### src/design/modulated_delay_line_assert.svh
// assertion macros for the modulated delay line
`ifndef MODULATED_DELAY_LINE_ASSERT_SVH
`define MODULATED_DELAY_LINE_ASSERT_SVH

`ifndef SYNTHESIS
`define MDL_ASSERT_IMP(lbl, ante, cons) \
    lbl: assert property (@(posedge clk) disable iff (!rst_n) (ante) |-> (cons)) \
        else $error("mdl check failed");
`define MDL_ASSERT_NXT(lbl, ante, cons) \
    lbl: assert property (@(posedge clk) disable iff (!rst_n) (ante) |=> (cons)) \
        else $error("mdl check failed");
`else
`define MDL_ASSERT_IMP(lbl, ante, cons)
`define MDL_ASSERT_NXT(lbl, ante, cons)
`endif

`endif

### src/design/mdl_pkg.sv
package mdl_pkg;

    localparam int LINE_SIZE_DEF   = 4096;
    localparam int SAMPLE_BITS_DEF = 24;

    localparam int BASE_W     = 11;
    localparam int PERIOD_W   = 16;
    localparam int DEPTH_W    = 8;
    localparam int OFFS_W     = 9;
    localparam int CFG_IDX_W  = 2;
    localparam int CFG_DATA_W = 16;

    localparam logic [CFG_IDX_W-1:0] REG_BASE_DELAY = 2'd0;
    localparam logic [CFG_IDX_W-1:0] REG_MOD_PERIOD = 2'd1;
    localparam logic [CFG_IDX_W-1:0] REG_MOD_DEPTH  = 2'd2;

    localparam int OUTQ_DEPTH = 3;
    localparam int OUTQ_PTR_W = 2;
    localparam int OUTQ_CNT_W = 2;

endpackage

### src/design/mdl_outq.sv
module mdl_outq
    import mdl_pkg::*;
#(
    parameter int SAMPLE_BITS = SAMPLE_BITS_DEF,
    parameter int DELAY_W     = $clog2(LINE_SIZE_DEF)
)
(
    input  logic                          clk,
    input  logic                          rst_n,
    input  logic                          push,
    input  logic signed [SAMPLE_BITS-1:0] push_sample,
    input  logic [DELAY_W-1:0]            push_delay,
    output logic                          full_soon,
    output logic                          out_valid,
    input  logic                          out_stall,
    output logic signed [SAMPLE_BITS-1:0] sample_out,
    output logic [DELAY_W-1:0]            delay_out
);

    logic signed [SAMPLE_BITS-1:0] q_sample_reg [OUTQ_DEPTH];
    logic [DELAY_W-1:0]            q_delay_reg  [OUTQ_DEPTH];
    logic [OUTQ_PTR_W-1:0]         wptr_reg, rptr_reg;
    logic [OUTQ_CNT_W-1:0]         cnt_reg;
    logic                          pop;
    logic [OUTQ_CNT_W:0]           in_flight;

    function automatic logic [OUTQ_PTR_W-1:0] ptr_inc(input logic [OUTQ_PTR_W-1:0] p);
        ptr_inc = (p == OUTQ_PTR_W'(OUTQ_DEPTH - 1)) ? '0 : p + OUTQ_PTR_W'(1);
    endfunction

    assign out_valid  = (cnt_reg != '0);
    assign pop        = out_valid && !out_stall;
    assign sample_out = q_sample_reg[rptr_reg];
    assign delay_out  = q_delay_reg[rptr_reg];

    // room for the beat in the read stage plus one more, regardless of pop
    assign in_flight  = {1'b0, cnt_reg} + (OUTQ_CNT_W+1)'(push);
    assign full_soon  = (in_flight >= (OUTQ_CNT_W+1)'(OUTQ_DEPTH));

    always_ff @(posedge clk)
    begin
        if (push)
        begin
            q_sample_reg[wptr_reg] <= push_sample;
            q_delay_reg[wptr_reg]  <= push_delay;
        end
    end

    always_ff @(posedge clk or negedge rst_n)
    begin
        if (!rst_n)
        begin
            wptr_reg <= '0;
            rptr_reg <= '0;
            cnt_reg  <= '0;
        end
        else
        begin
            if (push)
            begin
                wptr_reg <= ptr_inc(wptr_reg);
            end
            if (pop)
            begin
                rptr_reg <= ptr_inc(rptr_reg);
            end
            cnt_reg <= cnt_reg + OUTQ_CNT_W'(push) - OUTQ_CNT_W'(pop);
        end
    end

endmodule

### config.mk
export PLATFORM = sky130hd
export DESIGN_NAME = mdl_outq
export DESIGN_NICKNAME = d
export VERILOG_FILES = /design/src/design/modulated_delay_line_assert.svh /design/src/design/mdl_pkg.sv /design/src/design/mdl_outq.sv
export SDC_FILE = /design/constraint.sdc
export NUM_CORES = 1
export LEC_CHECK = 0
export BUFFER_PORTS_ARGS = -buffer_cell sky130_fd_sc_hd__buf_2
export CORE_MARGIN = 10
export CORE_UTILIZATION = 55
export CTS_BUF_LIST = sky130_fd_sc_hd__clkbuf_8 sky130_fd_sc_hd__clkbuf_16
export DETAILED_ROUTE_END_ITERATION = 10
export PLACE_DENSITY = 0.82
export SLEW_MARGIN = 20
export SYNTH_ARGS = -nofsm -noshare
export SYNTH_HDL_FRONTEND = slang
export SYNTH_SLANG_ARGS = --single-unit
### constraint.sdc
create_clock -name clk -period 9.01 [get_ports clk]
set_input_delay 1.802 -clock clk [delete_from_list [all_inputs] [get_ports clk]]
set_output_delay 1.802 -clock clk [all_outputs]
set_load 0.02 [all_outputs]
==> impl_metrics.csv <==
group,metric,value,unit
setup_path,crit_path_start_kind,"primary input",
layout,area_growth_syn_to_layout,23.4,%
floorplan,num_rows,32,
setup_path,critPathKind,"primary input to output port",
detailed_routing,first_pass_iters,4,
clock_network,cts_tree,"built",
global_routing,overflow,0,
sta,drv_slew,0,
setup_path,slowest_delay,0.26,ns
floorplan,io_pins,78,
min_path,hold_end,"cnt_reg[1]$_DFF_PN0_",
sta,holdWs,0.521,ns
detailed_routing,drt-met1-wl,2840,µm
sta,setup_viol,0,
global_routing,grt_max_degree,76,
power,ir_worst_vdd,0.214,mV
detailed_routing,wl_met2,3860,µm
flow_run,max_cap_viol_count,0,
synthesis,synth_cell_types,21,
layout,layout_common_cells,"edfxtp_1, buf_2, mux2i_1, nand2_1, o21ai_1",
detailed_routing,wl_per_cell,16.1,µm
synthesis,synth_area,0.00435,mm²
synthesis,yosysTopAreaCellShare,74.6,%
place,dp.final_hpwl,4530,µm
detailed_routing,drc,0,
setup_path,r2r_cells,3,
detailed_routing,routed_via_density,5.12,
detailed_routing,drt_first_iter_violations,88,
detailed_routing,wirelength,7400,µm
layout,final_cells,460,
synthesis,synthArstFlopShare,5.26,%
detailed_routing,top_layer,"met4",
sta,min_period,4.50,ns
layout,drive_above_1_share,33.0,%
synthesis,synth_edf_count,108,
clock_network,cts_resized,0,
sta,relSlewSlack,53.0,%
setup_path,critPathCaptureType,"output port",
min_path,hold_path_class,"flip-flop to flip-flop",
sta,timing.final.ws_setup,4.51,ns
synthesis,ys_seq_area_share,78.0,%
setup_path,timing.rr.start,"wptr_reg[0]$_DFFE_PN0P_",
floorplan,dieArea,0.0119,mm²
synthesis,avgSynthCellArea,16.9,µm²
floorplan,core,0.00773,mm²
layout,utilization,69.5,%
sta,worstMarginPinSlew,0.705,ns
synthesis,syn_inst,258,
clock_network,cts_buffer_depth,2,
power,pwr_density_cell,334,mW/mm²
place,io_buffers,77,
layout,diodes,0,
setup_path,r2r_end,"q_sample_reg[1][1]$_DFFE_PP_",
setup_path,cpMaxStageDelayCell,"ha_1",
clock_network,cts-root-buf,"clkbuf_8",
place,pre_cts_ws,4.51,ns
place,dp.cells,427,
global_routing,first_global_vias,2365,
min_path,holdPathStages,1,
clock_network,clkTransAtPathRegs,0.05,ns
power,leakage,2.05,nW
min_path,min-delay-start,"cnt_reg[1]$_DFF_PN0_",
synthesis,ys_ff_latch,114,
layout,largest_reg_flops,72,
clock_network,post_cts_buffers,0,
run_status,outcome,"completed",
synthesis,yosysTopAreaCell,"edfxtp_1",
setup_path,cp_max_fo,6,
layout,layout_commonest_cell,"edfxtp_1",
sta,hold_viol_final,0,
clock_network,clk_latency,0.50,ns
floorplan,start_util,56.3,%
synthesis,yosysWarnings,0,
clock_network,numCtsBuffers,17,
setup_path,critical_path_arrival,2.70,ns
global_routing,grt_usage,12.9,%
global_routing,grt_pass1_wl,11500,µm
setup_path,r2r_setup_slack,7.39,ns
clock_network,cts_hold_buffers,0,
global_routing,antenna_found_initial,0,
clock_network,htreeDepth,4,
sta,period_share,49.9,%
clock_network,cts_sinks,114,
setup_path,cp.required,7.21,ns
sta,grt_setup_unrepaired,"no",
setup_path,crit_chain,"buf_2 > ha_1 > ha_1 > a21o_1 > buf_2",
floorplan,die_y,109,µm
synthesis,synth_ff_type,"edfxtp_1",
place,gp_congestion,0.713,
sta,fmax,222,MHz
layout,fin_nets,389,
detailed_routing,ant_nets,0,
synthesis,synth_nets,302,
sta,setup_tns,0,ns
sta,skew,0.00539,ns
detailed_routing,via_count,2354,
floorplan,die_x,109,µm
detailed_routing,wl_met3,681,µm
synthesis,synthTopCellsByArea,"edfxtp_1, mux2i_1, dfrtp_1, nand2_1, o21ai_1",
[worst max-delay path, delay by kind of cell]
kind,cells,cell delay [ns]
fa+ha+maj,2,0.45
compound gates,1,0.15
buf+inv,2,0.28
[Yosys cell counts (4+ instances only)]
library cell / n
buf_2: 6
dfrtp_1: 6
edfxtp_1: 108
ha_1: 4
inv_1: 4
mux2i_1: 37
nand2_1: 37
o21ai_0: 12
o21ai_1: 24
[worst max path at each step]
| stage | startpoint | end | slack [ns] | cells after the start |
|---|---|---|---|---|
| 2_1_floorplan | push | q_delay_reg[0][0]$_DFFE_PP_ | 4.02 | 1 |
| 3_3_place_gp | push | full_soon | 4.51 | 5 |
| 3_5_place_dp | push | full_soon | 4.51 | 5 |
| 4_1_cts | push | full_soon | 4.51 | 5 |
| 5_1_grt | push | full_soon | 4.46 | 5 |
| 6_report | push | full_soon | 4.51 | 5 |
[cell type report]
class                   count  area (µm²)
flip-flops and latches    114        3400
fillers                   529        2360
multi-input cells         127         855
repair buffers             81         435
clock buffers              17         414
well taps                 102         128
clock inverters            15         120
inverters                   4        15.0
[stage by stage]
stage | power, W | cell area, µm²
2_1_floorplan | 0.00110 | 4350
3_3_place_gp | 0.00122 | 4800
3_5_place_dp | 0.00123 | 4800
4_1_cts | 0.00181 | 5340
5_1_grt | 0.00189 | 5370
6_report | 0.00179 | 5370
[power breakdown]
group	switching, W	leakage (nW)	internal [W]
combinational	0.000263	0.735	0.000179
sequential	0.000104	1.07	0.000669
clock	0.000216	0.252	0.000360
total	0.000583	2.05	0.00121
[layer usage]
layer,up-vias,GRT usage [%]
li1,1138,-
met1,1134,13.6
met2,80,21.1
met3,2,6.96
met4,0,5.18
met5,-,0
[kinds of logic (layout without fill, tap and decap cells)]
| logic type | count (synthesis) | after routing | synth area share, % |
|---|---|---|---|
| flops | 114 | 114 | 78.0 |
| mux | 39 | 39 | 9.03 |
| simple gates | 43 | 43 | 4.00 |
| xor+xnor | 2 | 2 | 0.403 |
| compound gates | 39 | 39 | 4.66 |
| fa+ha+maj | 4 | 4 | 1.15 |
| buf+inv | 17 | 117 | 2.73 |
Power figures use the tool's default switching activity.
