$ cat config.mk
export PLATFORM = sky130hd
export DESIGN_NAME = mdl_mod
export DESIGN_NICKNAME = d
export VERILOG_FILES = /design/src/design/modulated_delay_line_assert.svh /design/src/design/mdl_pkg.sv /design/src/design/mdl_mod.sv
export SDC_FILE = /design/constraint.sdc
export NUM_CORES = 1
export LEC_CHECK = 0
export ABC_AREA = 1
export BUFFER_PORTS_ARGS = -buffer_cell sky130_fd_sc_hd__buf_2
export CORE_MARGIN = 4
export CORE_UTILIZATION = 39
export CTS_BUF_LIST = sky130_fd_sc_hd__clkbuf_16
export DETAILED_ROUTE_END_ITERATION = 16
export GPL_TIMING_DRIVEN = 1
export PLACE_DENSITY_LB_ADDON = 0.05
export SLEW_MARGIN = 20
export SYNTH_ARGS = -nofsm -noshare
export SYNTH_HDL_FRONTEND = slang
export SYNTH_SLANG_ARGS = --single-unit
export TNS_END_PERCENT = 50
$ cat constraint.sdc
create_clock -name clk -period 3.2 [get_ports clk]
set_clock_uncertainty 0.15 [all_clocks]
set_input_delay 0.32 -clock clk [delete_from_list [all_inputs] [get_ports clk]]
set_output_delay 0.32 -clock clk [all_outputs]
set_load 0.005 [all_outputs]
$ cat src/design/modulated_delay_line_assert.svh
// assertion macros for the modulated delay line
`ifndef MODULATED_DELAY_LINE_ASSERT_SVH
`define MODULATED_DELAY_LINE_ASSERT_SVH

`ifndef SYNTHESIS
`define MDL_ASSERT_IMP(lbl, ante, cons) \
    lbl: assert property (@(posedge clk) disable iff (!rst_n) (ante) |-> (cons)) \
        else $error("mdl check failed");
`define MDL_ASSERT_NXT(lbl, ante, cons) \
    lbl: assert property (@(posedge clk) disable iff (!rst_n) (ante) |=> (cons)) \
        else $error("mdl check failed");
`else
`define MDL_ASSERT_IMP(lbl, ante, cons)
`define MDL_ASSERT_NXT(lbl, ante, cons)
`endif

`endif

$ cat src/design/mdl_pkg.sv
package mdl_pkg;

    localparam int LINE_SIZE_DEF   = 4096;
    localparam int SAMPLE_BITS_DEF = 24;

    localparam int BASE_W     = 11;
    localparam int PERIOD_W   = 16;
    localparam int DEPTH_W    = 8;
    localparam int OFFS_W     = 9;
    localparam int CFG_IDX_W  = 2;
    localparam int CFG_DATA_W = 16;

    localparam logic [CFG_IDX_W-1:0] REG_BASE_DELAY = 2'd0;
    localparam logic [CFG_IDX_W-1:0] REG_MOD_PERIOD = 2'd1;
    localparam logic [CFG_IDX_W-1:0] REG_MOD_DEPTH  = 2'd2;

    localparam int OUTQ_DEPTH = 3;
    localparam int OUTQ_PTR_W = 2;
    localparam int OUTQ_CNT_W = 2;

endpackage

$ cat src/design/mdl_mod.sv
module mdl_mod
    import mdl_pkg::*;
#(
    parameter int LINE_SIZE = LINE_SIZE_DEF,
    localparam int IDX_W = $clog2(LINE_SIZE)
)
(
    input  logic                  clk,
    input  logic                  rst_n,
    input  logic                  cfg_we,
    input  logic [CFG_IDX_W-1:0]  cfg_index,
    input  logic [CFG_DATA_W-1:0] cfg_data,
    input  logic                  step,
    output logic [IDX_W-1:0]      delay
);

    localparam int SUM_W = ((IDX_W > BASE_W) ? IDX_W : BASE_W) + 2;
    localparam logic signed [SUM_W-1:0] DLY_MAX = SUM_W'(LINE_SIZE - 1);
    localparam logic signed [SUM_W-1:0] DLY_MIN = SUM_W'(1);

    logic [BASE_W-1:0]          base_reg;
    logic [PERIOD_W-1:0]        period_reg;
    logic [DEPTH_W-1:0]         depth_reg;
    logic [PERIOD_W-1:0]        cnt_reg,    cnt_next;
    logic signed [OFFS_W-1:0]   offset_reg, offset_next;
    logic                       down_reg,   down_next;

    logic [OFFS_W-1:0]          mag;
    logic                       flip;
    logic                       cfg_hit;
    logic signed [SUM_W-1:0]    sum;

    // saturated base plus triangle offset
    always_comb
    begin
        sum = $signed({{(SUM_W-BASE_W){1'b0}}, base_reg})
            + $signed({{(SUM_W-OFFS_W){offset_reg[OFFS_W-1]}}, offset_reg});
        if (sum < DLY_MIN)
        begin
            delay = IDX_W'(1);
        end
        else if (sum > DLY_MAX)
        begin
            delay = DLY_MAX[IDX_W-1:0];
        end
        else
        begin
            delay = sum[IDX_W-1:0];
        end
    end

    // writes to an index that is not a register leave everything alone
    assign cfg_hit = cfg_we
                  && (cfg_index inside {REG_BASE_DELAY, REG_MOD_PERIOD, REG_MOD_DEPTH});

    always_comb
    begin
        mag         = offset_reg[OFFS_W-1] ? OFFS_W'(-offset_reg) : OFFS_W'(offset_reg);
        flip        = (mag == {1'b0, depth_reg});
        cnt_next    = cnt_reg;
        offset_next = offset_reg;
        down_next   = down_reg;
        if (cfg_hit)
        begin
            // any register write restarts the triangle
            offset_next = '0;
            down_next   = 1'b0;
            case (cfg_index)
                REG_MOD_PERIOD: cnt_next = cfg_data[PERIOD_W-1:0];
                default:        cnt_next = period_reg;
            endcase
        end
        else if (step && (depth_reg != '0))
        begin
            if (cnt_reg > PERIOD_W'(1))
            begin
                cnt_next = cnt_reg - PERIOD_W'(1);
            end
            else
            begin
                down_next   = down_reg ^ flip;
                offset_next = down_next ? offset_reg - OFFS_W'(1) : offset_reg + OFFS_W'(1);
                cnt_next    = period_reg;
            end
        end
    end

    always_ff @(posedge clk or negedge rst_n)
    begin
        if (!rst_n)
        begin
            base_reg   <= BASE_W'(1);
            period_reg <= '0;
            depth_reg  <= '0;
            cnt_reg    <= '0;
            offset_reg <= '0;
            down_reg   <= 1'b0;
        end
        else
        begin
            cnt_reg    <= cnt_next;
            offset_reg <= offset_next;
            down_reg   <= down_next;
            if (cfg_we)
            begin
                case (cfg_index)
                    REG_BASE_DELAY: base_reg   <= cfg_data[BASE_W-1:0];
                    REG_MOD_PERIOD: period_reg <= cfg_data[PERIOD_W-1:0];
                    REG_MOD_DEPTH:  depth_reg  <= cfg_data[DEPTH_W-1:0];
                    default:        base_reg   <= base_reg;
                endcase
            end
        end
    end

endmodule

==> results of run 1 <==
==> synthesized netlist by cell type (2+ instances only) <==
| library cell | count |
|---|---|
| xor2_1 | 7 |
| nand3_1 | 41 |
| or2_2 | 2 |
| o21ai_2 | 4 |
| o21ai_1 | 6 |
| xnor2_1 | 9 |
| o21bai_1 | 6 |
| nand2_4 | 2 |
| nand3b_1 | 4 |
| a31oi_1 | 4 |
| clkbuf_1 | 7 |
| buf_2 | 4 |
| o211ai_1 | 5 |
| inv_1 | 84 |
| buf_6 | 2 |
| o21ai_0 | 55 |
| a31o_1 | 2 |
| inv_2 | 8 |
| dfrtp_1 | 60 |
| ha_1 | 23 |
| nor3_2 | 2 |
| o221ai_1 | 3 |
| mux2i_1 | 4 |
| nor2_1 | 51 |
| nor3_1 | 6 |
| fa_1 | 2 |
| mux2_2 | 2 |
| nor2_2 | 7 |
| nand4_1 | 9 |
| o22ai_1 | 13 |
| nand2_1 | 203 |
| a21oi_1 | 17 |
==> layout by cell type, fill, tap and decap left out, types with 4 or more instances in the layout <==
master	netlist	final
xnor2_1	9	8
nor3_2	2	4
nor2_1	51	48
o21bai_1	6	6
nor3_1	6	4
o21ai_1	6	7
nand2_2	1	8
a31oi_1	4	4
inv_2	8	11
dfrtp_2	0	4
ha_4	0	5
dfrtp_1	60	56
nand3_1	41	37
nand4_1	9	9
clkbuf_16	0	9
nand3b_1	4	4
ha_1	23	15
o21ai_0	55	53
nand2_1	203	196
a21oi_1	17	16
mux2i_1	4	4
o22ai_1	13	13
nor2_2	7	7
inv_1	84	79
buf_2	4	33
xor2_1	7	7
o21ai_2	4	5
buf_4	1	22
o211ai_1	5	5
==> cells by family (layout without fill, tap and decap cells) <==
family	count (synthesis)	in the layout
mux	6	6
compound gates	123	123
fa+ha+maj	25	25
simple gates	331	332
flops	61	61
buf+inv	106	166
xor+xnor	16	16
==> layout make-up <==
cell class	count	area (sq um)
Fill cell	1222	5900
Multi-Input combinational cell	502	2900
Sequential cell	61	1530
Timing Repair Buffer	58	372
Inverter	92	353
Clock buffer	9	225
Tap cell	143	179
Clock inverter	7	97.6
==> what timing repair did <==
action | in CTS | in global routing
hold buffers | 1 | 0
resized for setup | 5 | 48
endpoints found under the setup margin | 14 | 16
setup buffers | 0 | 10
gates cloned | 0 | 1
pin swaps | 1 | 20
hold endpoints to repair | 30 | 0
==> metal layers <==
layer,vias to the layer above,share of wire [%],track usage [%],routed length [um]
li1,2294,-,-,-
met1,2040,45,23.2,5830
met2,60,51,32.9,6520
met3,13,2.8,4.48,364
met4,0,1.3,4.62,161
met5,-,0,0,0
==> power breakdown <==
| group | switching [mW] | internal, mW |
|---|---|---|
| Sequential | 0.115 | 0.903 |
| Combinational | 0.520 | 0.335 |
| Clock | 0.385 | 0.684 |
| Total | 1.02 | 1.92 |
==> through the flow <==
step | setup TNS [ns] | instances
4_1_cts | 0 | 861
2_1_floorplan | 0 | 668
3_5_place_dp | -0.0821 | 844
3_3_place_gp | 0 | 844
6_report | 0 | 872
5_1_grt | -0.0000748 | 872
==> how the worst max path moves through the flow <==
| stage | from | to | slack (ns) | cells past startpoint |
|---|---|---|---|---|
| floorplan | offset_reg[1]$_DFFE_PN0P_ | offset_reg[8]$_DFFE_PN0P_ | 0.06 | 24 |
| global placement | offset_reg[1]$_DFFE_PN0P_ | offset_reg[8]$_DFFE_PN0P_ | 0.05 | 24 |
| detailed placement | offset_reg[1]$_DFFE_PN0P_ | offset_reg[8]$_DFFE_PN0P_ | -0.05 | 24 |
| CTS | offset_reg[1]$_DFFE_PN0P_ | offset_reg[7]$_DFFE_PN0P_ | 0.006 | 21 |
| global route | offset_reg[0]$_DFFE_PN0P_ | delay[3] | -0.00007 | 12 |
| finish | offset_reg[0]$_DFFE_PN0P_ | delay[5] | 0.18 | 12 |
==> worst max-delay path, cell delays in order, from the launching register on <==
cell	delay [ns]
dfrtp_1	0.38
buf_4	0.16
ha_4	0.18
fa_2	0.39
nand3_2	0.09
nand3_4	0.10
xnor2_2	0.15
nand2_1	0.08
nor3_2	0.23
nand4_4	0.15
nand2_2	0.14
nor2_1	0.05
buf_2	0.12
==> flow_summary_export.csv, run 1 <==
group,metric,value,unit
synthesis,netlist_instances,668,
critical_path,worstSetupPathType,"reg -> out",
clocking,clkTransAtPathRegs,0.06,ns
routing,wl_per_cell,14.8,um
global_route,grt_max_degree,33,
synthesis,synth_compound_area_share,16.3,%
critical_path,r2r_cells,21,
routing,drcViolationCount,0,
finish,drive_above_1_share,20.4,%
global_route,grt_overflow_total,0,
floorplan,die_x,117,um
clocking,cts_num_sinks,61,
critical_path,regToRegSetupSlack,0.20,ns
sta,hold_ws,0.0937,ns
global_route,grt_pass1_vias,4273,
routing,detail-route-antenna-nets,0,
floorplan,initial_core_util,40.3,%
synthesis,ys_warn_count,0,
finish,final_nets,771,
place,gp_congestion,0.845,
sta,setup_ws,0.177,ns
floorplan,io-pin-count,34,
floorplan,fp-row-count,39,
critical_path,cp.arrival,2.55,ns
clocking,insertion_delay,0.34,ns
place,post_dp_cell_area,0.00505,sq mm
synthesis,synth_top_family_by_area,"simple AND/OR/NAND/NOR gates",
place,post-place-ws,-0.0493,ns
synthesis,synth_nets,715,
routing,viasPerCell,5.05,
finish,fin_area,0.00566,sq mm
synthesis,synth.area.mux_share,1.34,%
sta,finalSetupViolations,0,
pwr,power_density,520,mW/mm^2
critical_path,cp-start-kind,"register",
pwr,peakVddDrop,0.303,mV
run_status,status,"finished, final reports clean",
synthesis,synth_top_cell_area_share,32.2,%
sta,tightestPinTransition,0.932,ns
synthesis,synth_area,0.00466,sq mm
global_route,track_usage,18.7,%
sta,fmax,331,MHz
clocking,cts_root_buf,"clkbuf_16",
synthesis,synth_seq_cells,61,
job,drv_cap,0,
sta,fin_crit,3.02,ns
worst_hold_path,holdPathEnd,"base_reg[8]$_DFFE_PN0P_",
pwr,p_total,2.94,mW
synthesis,synth-edff-count,0,
clocking,cts_max_level,3,
critical_path,path_max_fanout,5,
synthesis,yosys-top-cells-area,"dfrtp_1, nand2_1, inv_1",
worst_hold_path,min_path_type,"in -> reg",
clocking,clk_path_buf_depth,2,
critical_path,rr_endpoint,"offset_reg[7]$_DFFE_PN0P_",
critical_path,cp.required,2.73,ns
worst_hold_path,min_from,"cfg_data[8]",
worst_hold_path,min_path_cells,2,
synthesis,synth-adder-area-share,7.03,%
critical_path,worstSetupEndpointType,"output port",
sta,slew_violations,0,
sta,relSlewSlack,37.7,%
pwr,cellLeakagePower,2.90,nW
global_route,antenna_found_initial,0,
routing,via_count,4407,
place,port_buffers,33,
routing,routed_wl,12900,um
sta,hold_viol,0,
floorplan,fp.dieH,117,um
synthesis,ys.flop_type,"dfrtp_1",
routing,dr.pass1.iters,5,
synthesis,yosysUniqueCellTypes,46,
synthesis,async_flop_share,100,%
synthesis,yosysTopAreaCell,"dfrtp_1",
floorplan,die-area,0.0138,sq mm
synthesis,syn_area_per_cell,6.98,sq um
floorplan,core_area,0.0116,sq mm
clocking,cts_made_buffers,9,
routing,drtIter0Drc,306,
critical_path,r2r-start,"offset_reg[1]$_DFFE_PN0P_",
place,dpl.hpwl,9520,um
synthesis,synth-simple-area-share,30.6,%
finish,antenna_cells,0,
finish,post-route-util,48.9,%
sta,period_share,94.5,%
clocking,cts_tree,"yes",
synthesis,synth_xor_area_share,3.01,%
finish,area_growth,21.4,%
global_route,grt_pass1_wl,21100,um
synthesis,ys_seq_area_share,32.8,%
(Power assumes the default switching activity.)
==> run 2, diff against run 1 <==
- BUFFER_PORTS_ARGS: -buffer_cell sky130_fd_sc_hd__buf_2 -> not set
- CORE_UTILIZATION: 39 -> 36
- DONT_BUFFER_PORTS: not set -> 1
==> run 2 against run 1 <==
Effect of this change: via count decreased by 2.4%; clock power shrank 20%; sequential cell count stayed put; clock-buffer cell count is the same; non-clock buffer count is 36 lower; power fell by 9.2%; global-route usage decreased by 0.49 points; fmax up 0.67%.
==> flow_summary_export.csv, run 2 (synthesis results as in run 1) <==
group,metric,value,unit
run_status,status,"finished, final reports clean",
floorplan,die-area,0.0148,sq mm
global_route,grt_pass1_wl,21000,um
critical_path,path_max_fanout,8,
global_route,grt_pass1_vias,4215,
critical_path,r2r_cells,21,
clocking,clk_path_buf_depth,2,
sta,hold_ws,0.0248,ns
sta,relSlewSlack,41.7,%
pwr,peakVddDrop,0.250,mV
finish,final_nets,734,
sta,tightestPinTransition,0.874,ns
finish,final_common_cell,"nand2_1",
routing,wl_per_cell,15.0,um
critical_path,cp.arrival,3.07,ns
clocking,cts_tree,"yes",
floorplan,io-pin-count,34,
clocking,cts_made_buffers,9,
routing,detail-route-antenna-nets,0,
routing,drcViolationCount,0,
routing,dr.pass1.iters,4,
floorplan,fp-row-count,41,
global_route,grt_overflow_total,0,
critical_path,worstSetupEndpointType,"register",
critical_path,r2r-start,"offset_reg[1]$_DFFE_PN0P_",
place,gp_congestion,0.846,
clocking,insertion_delay,0.33,ns
sta,slew_violations,0,
worst_hold_path,min_path_cells,2,
floorplan,core_area,0.0127,sq mm
place,dpl.hpwl,9550,um
global_route,track_usage,18.2,%
finish,antenna_cells,0,
routing,viasPerCell,4.98,
critical_path,cp.required,3.27,ns
sta,tns,0,ns
routing,routed_wl,12900,um
floorplan,fp.dieH,122,um
sta,fmax,333,MHz
sta,fin_crit,3.00,ns
worst_hold_path,holdPathEnd,"depth_reg[3]$_DFFE_PN0P_",
clocking,cts_max_level,3,
finish,area_growth,15.5,%
critical_path,worstSetupPathType,"reg -> reg",
critical_path,crit_chain,"inv_2 -> ha_2 -> nand2_1 -> nand2_1 -> nand2_1 -> nand3_1 -> nor2_1 -> nand2_1 -> nor2_2 -> nand2_2 -> nand2_2 -> nand2_4 -> inv_8 -> ha_1 -> a21oi_2 -> nand2_1 -> nand2_1 -> o311ai_1 -> or2_2 -> nand3_1 -> nand2_1",
sta,hold_viol,0,
floorplan,die_x,122,um
critical_path,rr_endpoint,"offset_reg[7]$_DFFE_PN0P_",
critical_path,cpPeakStageDelay,0.38,ns
critical_path,crit_top_cell,"nand2_1",
clocking,clkTransAtPathRegs,0.05,ns
routing,via_count,4302,
finish,final_cell_mix,"nand2_1, inv_1, dfrtp_1, o21ai_0, nor2_1",
worst_hold_path,min_from,"cfg_data[3]",
sta,rsz0062_at_grt,"true",
critical_path,cp_slowest_cell,"dfrtp_1",
pwr,power_density,496,mW/mm^2
job,drv_cap,0,
clocking,cts_root_buf,"clkbuf_16",
finish,post-route-util,42.5,%
global_route,antenna_found_initial,0,
finish,drive_above_1_share,13.4,%
routing,drtIter0Drc,201,
sta,finalSetupViolations,0,
floorplan,initial_core_util,36.8,%
global_route,grt_max_degree,62,
sta,period_share,93.8,%
pwr,cellLeakagePower,2.75,nW
critical_path,cp-start-kind,"register",
clocking,cts_num_sinks,61,
critical_path,regToRegSetupSlack,0.20,ns
worst_hold_path,min_path_type,"in -> reg",
place,port_buffers,0,
run 2: what timing repair did:
action                                  4_1_cts  5_1_grt
hold buffers                                  5        0
hold endpoints to repair                     64        0
pin swaps                                     0       10
buffers inserted                              0        6
resized for setup                             2       36
endpoints found under the setup margin       13       16
run 2: worst max-delay path, delay by kind of cell, from the launching register on:
kind                     cells  cell delay (ns)
flip-flops                   1             0.38
adder cells (fa/ha/maj)      2             0.54
buffers and inverters        2             0.19
AND/OR/NAND/NOR             15             1.42
AO/OA/AOI/OAI                2             0.22
run 2: where the power goes:
| group | internal (mW) | switching (mW) | total [mW] | leakage [nW] |
|---|---|---|---|---|
| clock network | 0.506 | 0.349 | 0.856 | 0.142 |
| registers | 0.904 | 0.109 | 1.01 | 0.772 |
| logic | 0.303 | 0.501 | 0.804 | 1.83 |
| total | 1.71 | 0.959 | 2.67 | 2.75 |
run 2: area by class of cell:
class / instances / area (sq um)
well taps: 172 / 215
clock inverters: 7 / 28.8
flip-flops and latches: 61 / 1530
fillers: 1370 / 7290
inverters: 92 / 353
clock buffers: 9 / 225
repair buffers: 22 / 195
multi-input cells: 501 / 2840
run 2: through the flow:
stage / instance area [sq um] / setup slack [ns] / std cells / total power [mW]
after floorplan: 4660 / 0.0631 / 668 / 1.61
after global placement: 4880 / 0.00174 / 837 / 1.77
after detailed placement: 4880 / -0.0499 / 837 / 1.79
after CTS: 5210 / 0.00355 / 858 / 2.69
after global routing: 5380 / -0.0972 / 864 / 2.87
final: 5380 / 0.197 / 864 / 2.67
run 2: routing by layer:
layer  global-route usage (%)  vias to the layer above  routed length [um]  part of all wire, %
li1                         -                     2222                   -                    -
met4                     6.93                        0                 268                  2.1
met5                        0                        -                   0                    0
met1                     21.9                     1986                5820                   45
met2                     32.5                       73                6510                   50
met3                     3.06                       21                 323                  2.5
run 2: how the worst max path moves through the flow:
stage / startpoint / slack, ns / to / cells after the start
after floorplan: offset_reg[1]$_DFFE_PN0P_ / 0.06 / offset_reg[8]$_DFFE_PN0P_ / 24
after global placement: offset_reg[2]$_DFFE_PN0P_ / 0.002 / offset_reg[8]$_DFFE_PN0P_ / 22
after detailed placement: offset_reg[1]$_DFFE_PN0P_ / -0.05 / offset_reg[7]$_DFFE_PN0P_ / 22
after CTS: offset_reg[1]$_DFFE_PN0P_ / 0.004 / offset_reg[8]$_DFFE_PN0P_ / 25
after global routing: offset_reg[1]$_DFFE_PN0P_ / -0.1 / offset_reg[8]$_DFFE_PN0P_ / 24
final: offset_reg[1]$_DFFE_PN0P_ / 0.20 / offset_reg[7]$_DFFE_PN0P_ / 21
